==> src/rtl/core/cpvpid_pkg.sv <==
// Package for the cascaded position/velocity PID controller.
// Holds request/result payload types, register indexes, limits and a saturation helper.
// No dependencies.
package cpvpid_pkg;

  localparam int DATA_W     = 24;
  localparam int CFG_ADDR_W = 3;

  // Outer loop limits.
  localparam int INTEGRAL_UPPER = 1280000;
  localparam int INTEGRAL_LOWER = -1280000;
  localparam int COMMAND_UPPER  = 8388607;
  localparam int COMMAND_LOWER  = -8388608;

  // Dead band thresholds in Q16.8: 1.0 and 30.0.
  localparam int ONE_Q8    = 256;
  localparam int THIRTY_Q8 = 7680;

  // Fractional bits dropped from a Q8.16 x Q16.8 product.
  localparam int GAIN_FRAC = 16;

  typedef logic signed [DATA_W-1:0] word_t;

  // Configuration register indexes.
  typedef enum logic [CFG_ADDR_W-1:0] {
    CFG_OUTER_KP  = 3'd0,
    CFG_OUTER_KI  = 3'd1,
    CFG_OUTER_KD  = 3'd2,
    CFG_INNER_KP  = 3'd3,
    CFG_INNER_KI  = 3'd4,
    CFG_INNER_KD  = 3'd5,
    CFG_DRIVE_MAX = 3'd6,
    CFG_DRIVE_MIN = 3'd7
  } cfg_idx_t;

  // Input request payload.
  typedef struct packed {
    word_t position_target;
    word_t position_feedback;
    word_t velocity_feedback;
  } in_req_t;

  // Result payload.
  typedef struct packed {
    word_t drive_value;
    word_t velocity_command;
  } out_rsp_t;

  // Saturate a 25-bit signed difference to the 24-bit signed range.
  function automatic word_t sat_25(logic signed [DATA_W:0] v);
    word_t res;
    res = v[DATA_W-1:0];
    if (v[DATA_W] != v[DATA_W-1]) begin
      res = v[DATA_W] ? word_t'({1'b1, {(DATA_W-1){1'b0}}})
                      : word_t'({1'b0, {(DATA_W-1){1'b1}}});
    end
    return res;
  endfunction

endpackage

==> src/rtl/core/cascade_position_velocity_pid_top.sv <==
// Top level of the cascaded position/velocity PID controller.
// Uses cpvpid_pkg for payload types, register indexes and constants.
// Channel  Direction  Signals                            Payload
// in       input      in_valid / in_ready / in_data      in_req_t (target, feedbacks)
// out      output     out_valid / out_ready / out_data   out_rsp_t (drive, velocity cmd)
// cfg      input      cfg_we / cfg_addr / cfg_wdata      one 24-bit register per index
//
// Each request is stepped through by the state machine, which skips the velocity loop steps
// when that loop is idle: all six gain products go through a single 24 x 27 multiplier
// with a registered product and an accumulator.
// in_ready is high only in the idle state, in the cycle after the result is loaded; a finished
// result waits in the output register, and a new request is taken meanwhile. Reset is
// synchronous, active low, clears the loop state and the gains, and opens the drive limits.
module cascade_position_velocity_pid_top
  import cpvpid_pkg::*;
(
  input  logic                  clk,
  input  logic                  rst_n,
  input  logic                  in_valid,
  output logic                  in_ready,
  input  in_req_t               in_data,
  output logic                  out_valid,
  input  logic                  out_ready,
  output out_rsp_t              out_data,
  input  logic                  cfg_we,
  input  logic [CFG_ADDR_W-1:0] cfg_addr,
  input  logic [DATA_W-1:0]     cfg_wdata
);

  localparam int MUL_B_W = DATA_W + 3;
  localparam int PROD_W  = DATA_W + MUL_B_W;
  localparam int ACC_W   = PROD_W + 2;
  localparam int SHR_W   = ACC_W - GAIN_FRAC;
  localparam int DRV_W   = SHR_W + 1;

  typedef enum logic [3:0] {
    ST_IDLE, ST_OERR, ST_OINT, ST_OM0, ST_OM1, ST_OM2, ST_OACC, ST_OCMD,
    ST_IERR, ST_IM0, ST_IM1, ST_IM2, ST_IACC, ST_IDRV, ST_OUT
  } state_t;

  state_t state_r;

  // Configuration registers.
  word_t okp_r, oki_r, okd_r, ikp_r, iki_r, ikd_r, drv_max_r, drv_min_r;

  // Loop state.
  word_t integral_r, last_o_r, acc_out_r, last_i_r, bl_i_r;

  // Working registers for the request in flight.
  in_req_t                   req_r;
  word_t                     err_o_r, err_i_r, cmd_r, drive_r;
  logic                      dead_r;
  logic signed [PROD_W-1:0]  prod_r;
  logic signed [ACC_W-1:0]   acc_r;
  logic                      out_valid_r;
  out_rsp_t                  out_data_r;
  logic                      out_load;

  assign in_ready  = (state_r == ST_IDLE);
  assign out_valid = out_valid_r;
  assign out_data  = out_data_r;

  // The result register takes a new result when it is empty or being emptied.
  assign out_load  = (state_r == ST_OUT) && (!out_valid_r || out_ready);

  // Position error with its dead band.
  logic signed [DATA_W:0] pos_diff;
  word_t                  err_o_nxt;
  logic                   dead_nxt;

  always_comb begin
    pos_diff  = {req_r.position_target[DATA_W-1], req_r.position_target}
              - {req_r.position_feedback[DATA_W-1], req_r.position_feedback};
    err_o_nxt = sat_25(pos_diff);
    dead_nxt  = (err_o_nxt > -word_t'(ONE_Q8)) && (err_o_nxt < word_t'(ONE_Q8));
  end

  // Integral update and clamp.
  logic signed [DATA_W:0] int_sum;
  word_t                  integral_nxt;

  always_comb begin
    int_sum = (dead_r ? '0 : {integral_r[DATA_W-1], integral_r})
            + {err_o_r[DATA_W-1], err_o_r};
    integral_nxt = int_sum[DATA_W-1:0];
    if (int_sum > (DATA_W+1)'(INTEGRAL_UPPER)) begin
      integral_nxt = word_t'(INTEGRAL_UPPER);
    end
    if (int_sum < (DATA_W+1)'(INTEGRAL_LOWER)) begin
      integral_nxt = word_t'(INTEGRAL_LOWER);
    end
  end

  // Scaled accumulator, velocity command clamp.
  logic signed [SHR_W-1:0] acc_shr;
  word_t                   cmd_nxt;

  always_comb begin
    acc_shr = acc_r[ACC_W-1:GAIN_FRAC];
    cmd_nxt = acc_shr[DATA_W-1:0];
    if (acc_shr > SHR_W'(COMMAND_UPPER)) begin
      cmd_nxt = word_t'(COMMAND_UPPER);
    end
    if (acc_shr < SHR_W'(COMMAND_LOWER)) begin
      cmd_nxt = word_t'(COMMAND_LOWER);
    end
  end

  // Velocity error and the idle test of the inner loop.
  logic signed [DATA_W:0] vel_diff;
  word_t                  err_i_nxt;
  logic                   inner_idle;

  always_comb begin
    vel_diff   = {cmd_r[DATA_W-1], cmd_r}
               - {req_r.velocity_feedback[DATA_W-1], req_r.velocity_feedback};
    err_i_nxt  = sat_25(vel_diff);
    inner_idle = (cmd_r > -word_t'(ONE_Q8)) && (cmd_r < word_t'(ONE_Q8))
              && (req_r.velocity_feedback > -word_t'(THIRTY_Q8))
              && (req_r.velocity_feedback < word_t'(THIRTY_Q8));
  end

  // Drive accumulation and clamp against the programmed limits. The lower limit is
  // tested against the already capped value, so it wins when the limits cross.
  logic signed [DRV_W-1:0] drv_sum;
  logic signed [DRV_W-1:0] drv_cap;
  word_t                   drive_nxt;

  always_comb begin
    drv_sum = DRV_W'(acc_out_r) + DRV_W'(acc_shr);
    drv_cap = drv_sum;
    if (drv_sum > DRV_W'(drv_max_r)) begin
      drv_cap = DRV_W'(drv_max_r);
    end
    if (drv_cap < DRV_W'(drv_min_r)) begin
      drv_cap = DRV_W'(drv_min_r);
    end
    drive_nxt = drv_cap[DATA_W-1:0];
  end

  // Operand selection for the shared multiplier.
  word_t                    mul_a;
  logic signed [MUL_B_W-1:0] mul_b;
  logic signed [PROD_W-1:0]  mul_p;

  always_comb begin
    mul_a = '0;
    mul_b = '0;
    unique case (state_r)
      ST_OM0: begin
        mul_a = okp_r;
        mul_b = MUL_B_W'(err_o_r);
      end
      ST_OM1: begin
        mul_a = oki_r;
        mul_b = MUL_B_W'(integral_r);
      end
      ST_OM2: begin
        mul_a = okd_r;
        mul_b = MUL_B_W'(err_o_r) - MUL_B_W'(last_o_r);
      end
      ST_IM0: begin
        mul_a = ikp_r;
        mul_b = MUL_B_W'(err_i_r) - MUL_B_W'(last_i_r);
      end
      ST_IM1: begin
        mul_a = iki_r;
        mul_b = MUL_B_W'(err_i_r);
      end
      ST_IM2: begin
        mul_a = ikd_r;
        mul_b = MUL_B_W'(err_i_r) - (MUL_B_W'(last_i_r) <<< 1) + MUL_B_W'(bl_i_r);
      end
      default: begin
        mul_a = '0;
        mul_b = '0;
      end
    endcase
    mul_p = PROD_W'(mul_a) * PROD_W'(mul_b);
  end

  // Configuration writes.
  always_ff @(posedge clk) begin
    if (!rst_n) begin
      okp_r     <= '0;
      oki_r     <= '0;
      okd_r     <= '0;
      ikp_r     <= '0;
      iki_r     <= '0;
      ikd_r     <= '0;
      drv_max_r <= word_t'(COMMAND_UPPER);
      drv_min_r <= word_t'(COMMAND_LOWER);
    end else if (cfg_we) begin
      unique case (cfg_idx_t'(cfg_addr))
        CFG_OUTER_KP:  okp_r     <= cfg_wdata;
        CFG_OUTER_KI:  oki_r     <= cfg_wdata;
        CFG_OUTER_KD:  okd_r     <= cfg_wdata;
        CFG_INNER_KP:  ikp_r     <= cfg_wdata;
        CFG_INNER_KI:  iki_r     <= cfg_wdata;
        CFG_INNER_KD:  ikd_r     <= cfg_wdata;
        CFG_DRIVE_MAX: drv_max_r <= cfg_wdata;
        CFG_DRIVE_MIN: drv_min_r <= cfg_wdata;
        default:       okp_r     <= okp_r;
      endcase
    end
  end

  // Datapath without reset: request copy, product and accumulator.
  always_ff @(posedge clk) begin
    if (in_valid && in_ready) begin
      req_r <= in_data;
    end
    prod_r <= mul_p;
    unique case (state_r)
      ST_OM0, ST_IM0: acc_r <= '0;
      ST_OM1, ST_OM2, ST_OACC, ST_IM1, ST_IM2, ST_IACC: acc_r <= acc_r + ACC_W'(prod_r);
      default: acc_r <= acc_r;
    endcase
  end

  // Sequencer, loop state and result register.
  always_ff @(posedge clk) begin
    if (!rst_n) begin
      state_r     <= ST_IDLE;
      out_valid_r <= 1'b0;
      integral_r  <= '0;
      last_o_r    <= '0;
      acc_out_r   <= '0;
      last_i_r    <= '0;
      bl_i_r      <= '0;
    end else begin
      if (out_load) begin
        out_valid_r <= 1'b1;
      end else if (out_valid_r && out_ready) begin
        out_valid_r <= 1'b0;
      end
      unique case (state_r)
        ST_IDLE: begin
          if (in_valid) begin
            state_r <= ST_OERR;
          end
        end
        ST_OERR: begin
          err_o_r <= dead_nxt ? '0 : err_o_nxt;
          dead_r  <= dead_nxt;
          state_r <= ST_OINT;
        end
        ST_OINT: begin
          integral_r <= integral_nxt;
          state_r    <= ST_OM0;
        end
        ST_OM0:  state_r <= ST_OM1;
        ST_OM1:  state_r <= ST_OM2;
        ST_OM2:  state_r <= ST_OACC;
        ST_OACC: state_r <= ST_OCMD;
        ST_OCMD: begin
          cmd_r    <= cmd_nxt;
          last_o_r <= err_o_r;
          state_r  <= ST_IERR;
        end
        ST_IERR: begin
          if (inner_idle) begin
            acc_out_r <= '0;
            last_i_r  <= '0;
            bl_i_r    <= '0;
            drive_r   <= '0;
            state_r   <= ST_OUT;
          end else begin
            err_i_r <= err_i_nxt;
            state_r <= ST_IM0;
          end
        end
        ST_IM0:  state_r <= ST_IM1;
        ST_IM1:  state_r <= ST_IM2;
        ST_IM2:  state_r <= ST_IACC;
        ST_IACC: state_r <= ST_IDRV;
        ST_IDRV: begin
          drive_r   <= drive_nxt;
          acc_out_r <= drive_nxt;
          bl_i_r    <= last_i_r;
          last_i_r  <= err_i_r;
          state_r   <= ST_OUT;
        end
        ST_OUT: begin
          // Load the result once the output register is free.
          if (out_load) begin
            out_data_r.drive_value      <= drive_r;
            out_data_r.velocity_command <= cmd_r;
            state_r                     <= ST_IDLE;
          end
        end
        default: state_r <= ST_IDLE;
      endcase
    end
  end

endmodule

==> config.mk <==
export PLATFORM = sky130hd
export DESIGN_NAME = cascade_position_velocity_pid_top
export DESIGN_NICKNAME = d
export VERILOG_FILES = /design/src/rtl/core/cpvpid_pkg.sv /design/src/rtl/core/cascade_position_velocity_pid_top.sv
export SDC_FILE = /design/constraint.sdc
export NUM_CORES = 2
export LEC_CHECK = 0
export BUFFER_PORTS_ARGS = -buffer_cell sky130_fd_sc_hd__buf_2
export CORE_MARGIN = 2
export CORE_UTILIZATION = 30
export CTS_BUF_LIST = sky130_fd_sc_hd__clkbuf_4 sky130_fd_sc_hd__clkbuf_8
export CTS_CLUSTER_DIAMETER = 40
export DETAILED_ROUTE_END_ITERATION = 6
export HOLD_SLACK_MARGIN = 0.15
export PLACE_DENSITY_LB_ADDON = 0.3
export RECOVER_POWER = 50
export SYNTH_ARGS = -nofsm -noshare
export SYNTH_HDL_FRONTEND = slang
export SYNTH_SLANG_ARGS = --single-unit
==> constraint.sdc <==
create_clock -name clk -period 30.6 [get_ports clk]
set_clock_uncertainty 0.1 [all_clocks]
set_input_delay 7.65 -clock clk [delete_from_list [all_inputs] [get_ports clk]]
set_output_delay 7.65 -clock clk [all_outputs]
set_load 0.005 [all_outputs]
==> qor.txt <==
Outcome -> finished, violations left
Violations in the final reports -> capacitance limit, slew limit
Busiest grt layer -> met2
Post-synthesis cell area -> 62300 um2
Die Span Y -> 460 um
Hold Worst Slack -> 305 ps
Count of unique library cells instantiated by Yosys -> 105
Origin of the critical flop-to-flop path -> state_r[3]
First-iteration detailed-routing DRC count -> 3927
Final WL -> 206 mm
Layout fillers -> 21555
Relative slew slack -> -2.14
Overall track demand over capacity in global routing -> 0.195
Nets@finish -> 8375
Vias -> 50708
Final number of setup-violating endpoints -> 0
Routing usage on met1 -> 0.265
End point of the worst hold path -> out_data[31]
Global-route track usage on met2 -> 0.316
Worst Path Max Fanout -> 83
Yosys warning total -> 0
Number of I/O port buffers -> 153
Sinks on Clock Net -> 638
Die W -> 460 um
EDFF count, synth -> 270
Final hold violation count -> 0
Unrepaired setup endpoints after global routing -> no
Number of buffers inserted during clock tree synthesis -> 130
Peak clock frequency supported by timing -> 69.8 MHz
Residual antenna-violating net count after detailed routing -> 0
Final std cells w/o fill -> 9926
CTS tree -> yes
Final total power -> 2390 uW
Ys flop type -> dfxtp_1
Synth async-reset ratio -> 0
Via count normalized by instance count -> 5.11
Clock period minus worst slack -> 14330 ps
Synth Instances -> 7038
DP Cell Count -> 9687
Sequential cell area fraction in the yosys report -> 0.248
Mapped Avg Cell Area -> 8.86 um2
Routability-driven placement congestion ratio -> 0.921
Final critical-path share of the clock period -> 0.468
Element type at the critical path end -> register
Worst hold path depth -> 0
Ports -> 154
Number of buffers added for setup after CTS -> 0
Root buffer cell -> clkbuf_8
Power per cell area -> 34.7 nW/um2
Count of hold buffers inserted by post-cts repair -> 0
Required time of the critical path -> 31170 ps
Hold crit path type -> register to register
Worst IR drop on VDD -> 49.3 uV
Layout Area Growth over Synthesis -> 10.7%
Number of global-route vias before repair -> 51545
Total half-perimeter wirelength after legalization and detailed placement -> 161 mm
Maximum buffer depth of the clock tree -> 3
Cell leakage power -> 0.0298 uW
Worst setup SP type -> input pin
Met3 global-route usage -> 0.0287
Die Area -> 211000 um2
Core outline area -> 207000 um2
Resized cells post-CTS -> 0
Actual slew at the worst max-slew pin -> 4710 ps
Router iterations before antenna repair -> 7
Overflow left after global routing -> 0
Final Util -> 0.334
Clock transition at the registers of the reported paths -> 60 ps
Fraction of layout cells with a size suffix above 1 -> 0.0787
Maximum capacitance violations -> 9
Routed wire per std cell -> 20.8 um
Reg-to-Reg End -> prod_r[49]
Seq cells post-synth -> 638
Fin Setup TNS -> 0 ps
Floorplan row count -> 167
Logic depth of the worst register-to-register path -> 29
Number of antenna violations at the first check in global routing -> 13
Startpoint of the lowest-slack hold path -> drive_r[7]
Final number of max-transition violations -> 452
Endpoint arrival time on the critical path -> 14900 ps
Reg2reg setup slack -> 17030 ps
Kind of critical path -> input pin to register
Wire length of the first global-routing pass -> 316 mm
Total nets after synthesis -> 8298
Starting Density -> 0.301
CTS H-Tree Depth -> 4
Clock latency on the worst-skew pair -> 850 ps
DRC errors left -> 0
Pin count of the biggest net entering global routing -> 127
## critical path: stages
cell and delay, ps:
clkbuf_1 2520, clkbuf_1 2580, nand2_1 1580, o21ai_0 500
## registers in the layout (all words and copies together), names as in the netlist, 48 cells and up
register	flops
acc_r	53
req_r	72
out_data	48
prod_r	51
## kinds of logic after synthesis
logic type	after synthesis	share of synthesized area
AO/OA/AOI/OAI	1394	0.152
adder cells (fa/ha/maj)	1159	0.317
flip-flops	638	0.248
multiplexers	63	0.0107
buffers and inverters	1395	0.0851
XOR/XNOR	228	0.0320
AND/OR/NAND/NOR	2161	0.154
## metal layers
layer / wire length (um) / share of wire / vias up
li1: - / - / 23386
met1: 91100 / 0.44 / 25339
met2: 95100 / 0.46 / 1645
met3: 13200 / 0.064 / 332
met4: 6980 / 0.034 / 6
met5: 41 / 0.00020 / -
## worst max-delay path by stage
stage,from,end,slack (ps),depth (start not counted)
2_1_floorplan,rst_n,out_data[0],19600,5
6_report,rst_n,acc_out_r[12],16270,4
4_1_cts,err_i_r[2],prod_r[49],19260,36
5_1_grt,rst_n,acc_out_r[21],15710,4
3_5_place_dp,err_i_r[2],prod_r[49],19330,36
3_3_place_gp,err_i_r[2],prod_r[49],19460,38
## report_power, final
part	internal [uW]	switching, uW
registers	931	33.9
clock network	557	422
logic	156	295
## cell usage in the layout, fill, tap and decap left out, drive strengths merged, types with 13 or more instances in the layout
cell,netlist,layout
inv,1087,1098
nand2,1018,1018
fa,705,705
nor2,498,498
ha,451,451
dfxtp,368,368
a21oi,310,310
edfxtp,270,270
buf,38,232
o21ai,206,206
clkbuf,269,198
a21boi,197,197
xnor2,153,153
a22oi,129,129
nor2b,120,120
nand3,110,110
a21o,92,92
and2,89,89
o21a,85,85
xor2,75,75
nor3,73,73
a31oi,58,58
nand2b,57,57
nand4,46,46
o211ai,46,46
a211oi,40,40
and3,39,39
mux2i,35,35
o21bai,32,32
mux2,28,28
clkinv,1,27
nor4,26,26
o31ai,24,24
or3,21,21
a222oi,20,20
or2,18,18
a211o,13,13
## area by class of cell
cell class              instances  area (um2)  area share
inverters                    1088        4080      0.0592
multi-input cells            5005       41700       0.605
clock buffers                 178        2220      0.0321
flip-flops and latches        638       15500       0.224
diodes                          6        15.0    0.000218
repair buffers                252        1460      0.0212
well taps                    2704        3380      0.0490
clock inverters                55         632     0.00916
## cell usage after synthesis (all sizes together), types with 12 or more instances
cell type     n  share of area
o31ai        24         0.0034
o211ai       46         0.0056
and3         39         0.0039
and4         12         0.0017
dfxtp       368           0.12
nand3       110         0.0088
o21a         85          0.010
a21o         92          0.011
xor2         75          0.011
ha          451          0.091
nor2b       120          0.012
nand2      1018          0.061
or3          21         0.0021
nor3         73         0.0059
buf          38         0.0029
a21boi      197          0.024
and2         89         0.0089
inv        1087          0.065
nand4        46         0.0046
edfxtp      270           0.13
o21ai       206          0.017
mux2         28         0.0051
a211oi       40         0.0049
nor2        498          0.030
a31oi        58         0.0059
or2          18         0.0018
mux2i        35         0.0057
nand2b       57         0.0057
a222oi       20         0.0032
a22oi       129          0.016
fa          705           0.23
a21oi       310          0.025
o21bai       32         0.0039
clkbuf      269          0.017
xnor2       153          0.021
nor4         26         0.0027
a211o        13         0.0018
## through the flow
step	setup WS, ps	instance area [um2]
2_1_floorplan	19600	62300
3_3_place_gp	19460	66200
3_5_place_dp	19330	66200
4_1_cts	19260	69100
5_1_grt	15710	69000
6_report	16270	69000
No activity file was read; power rests on OpenSTA's default activity.
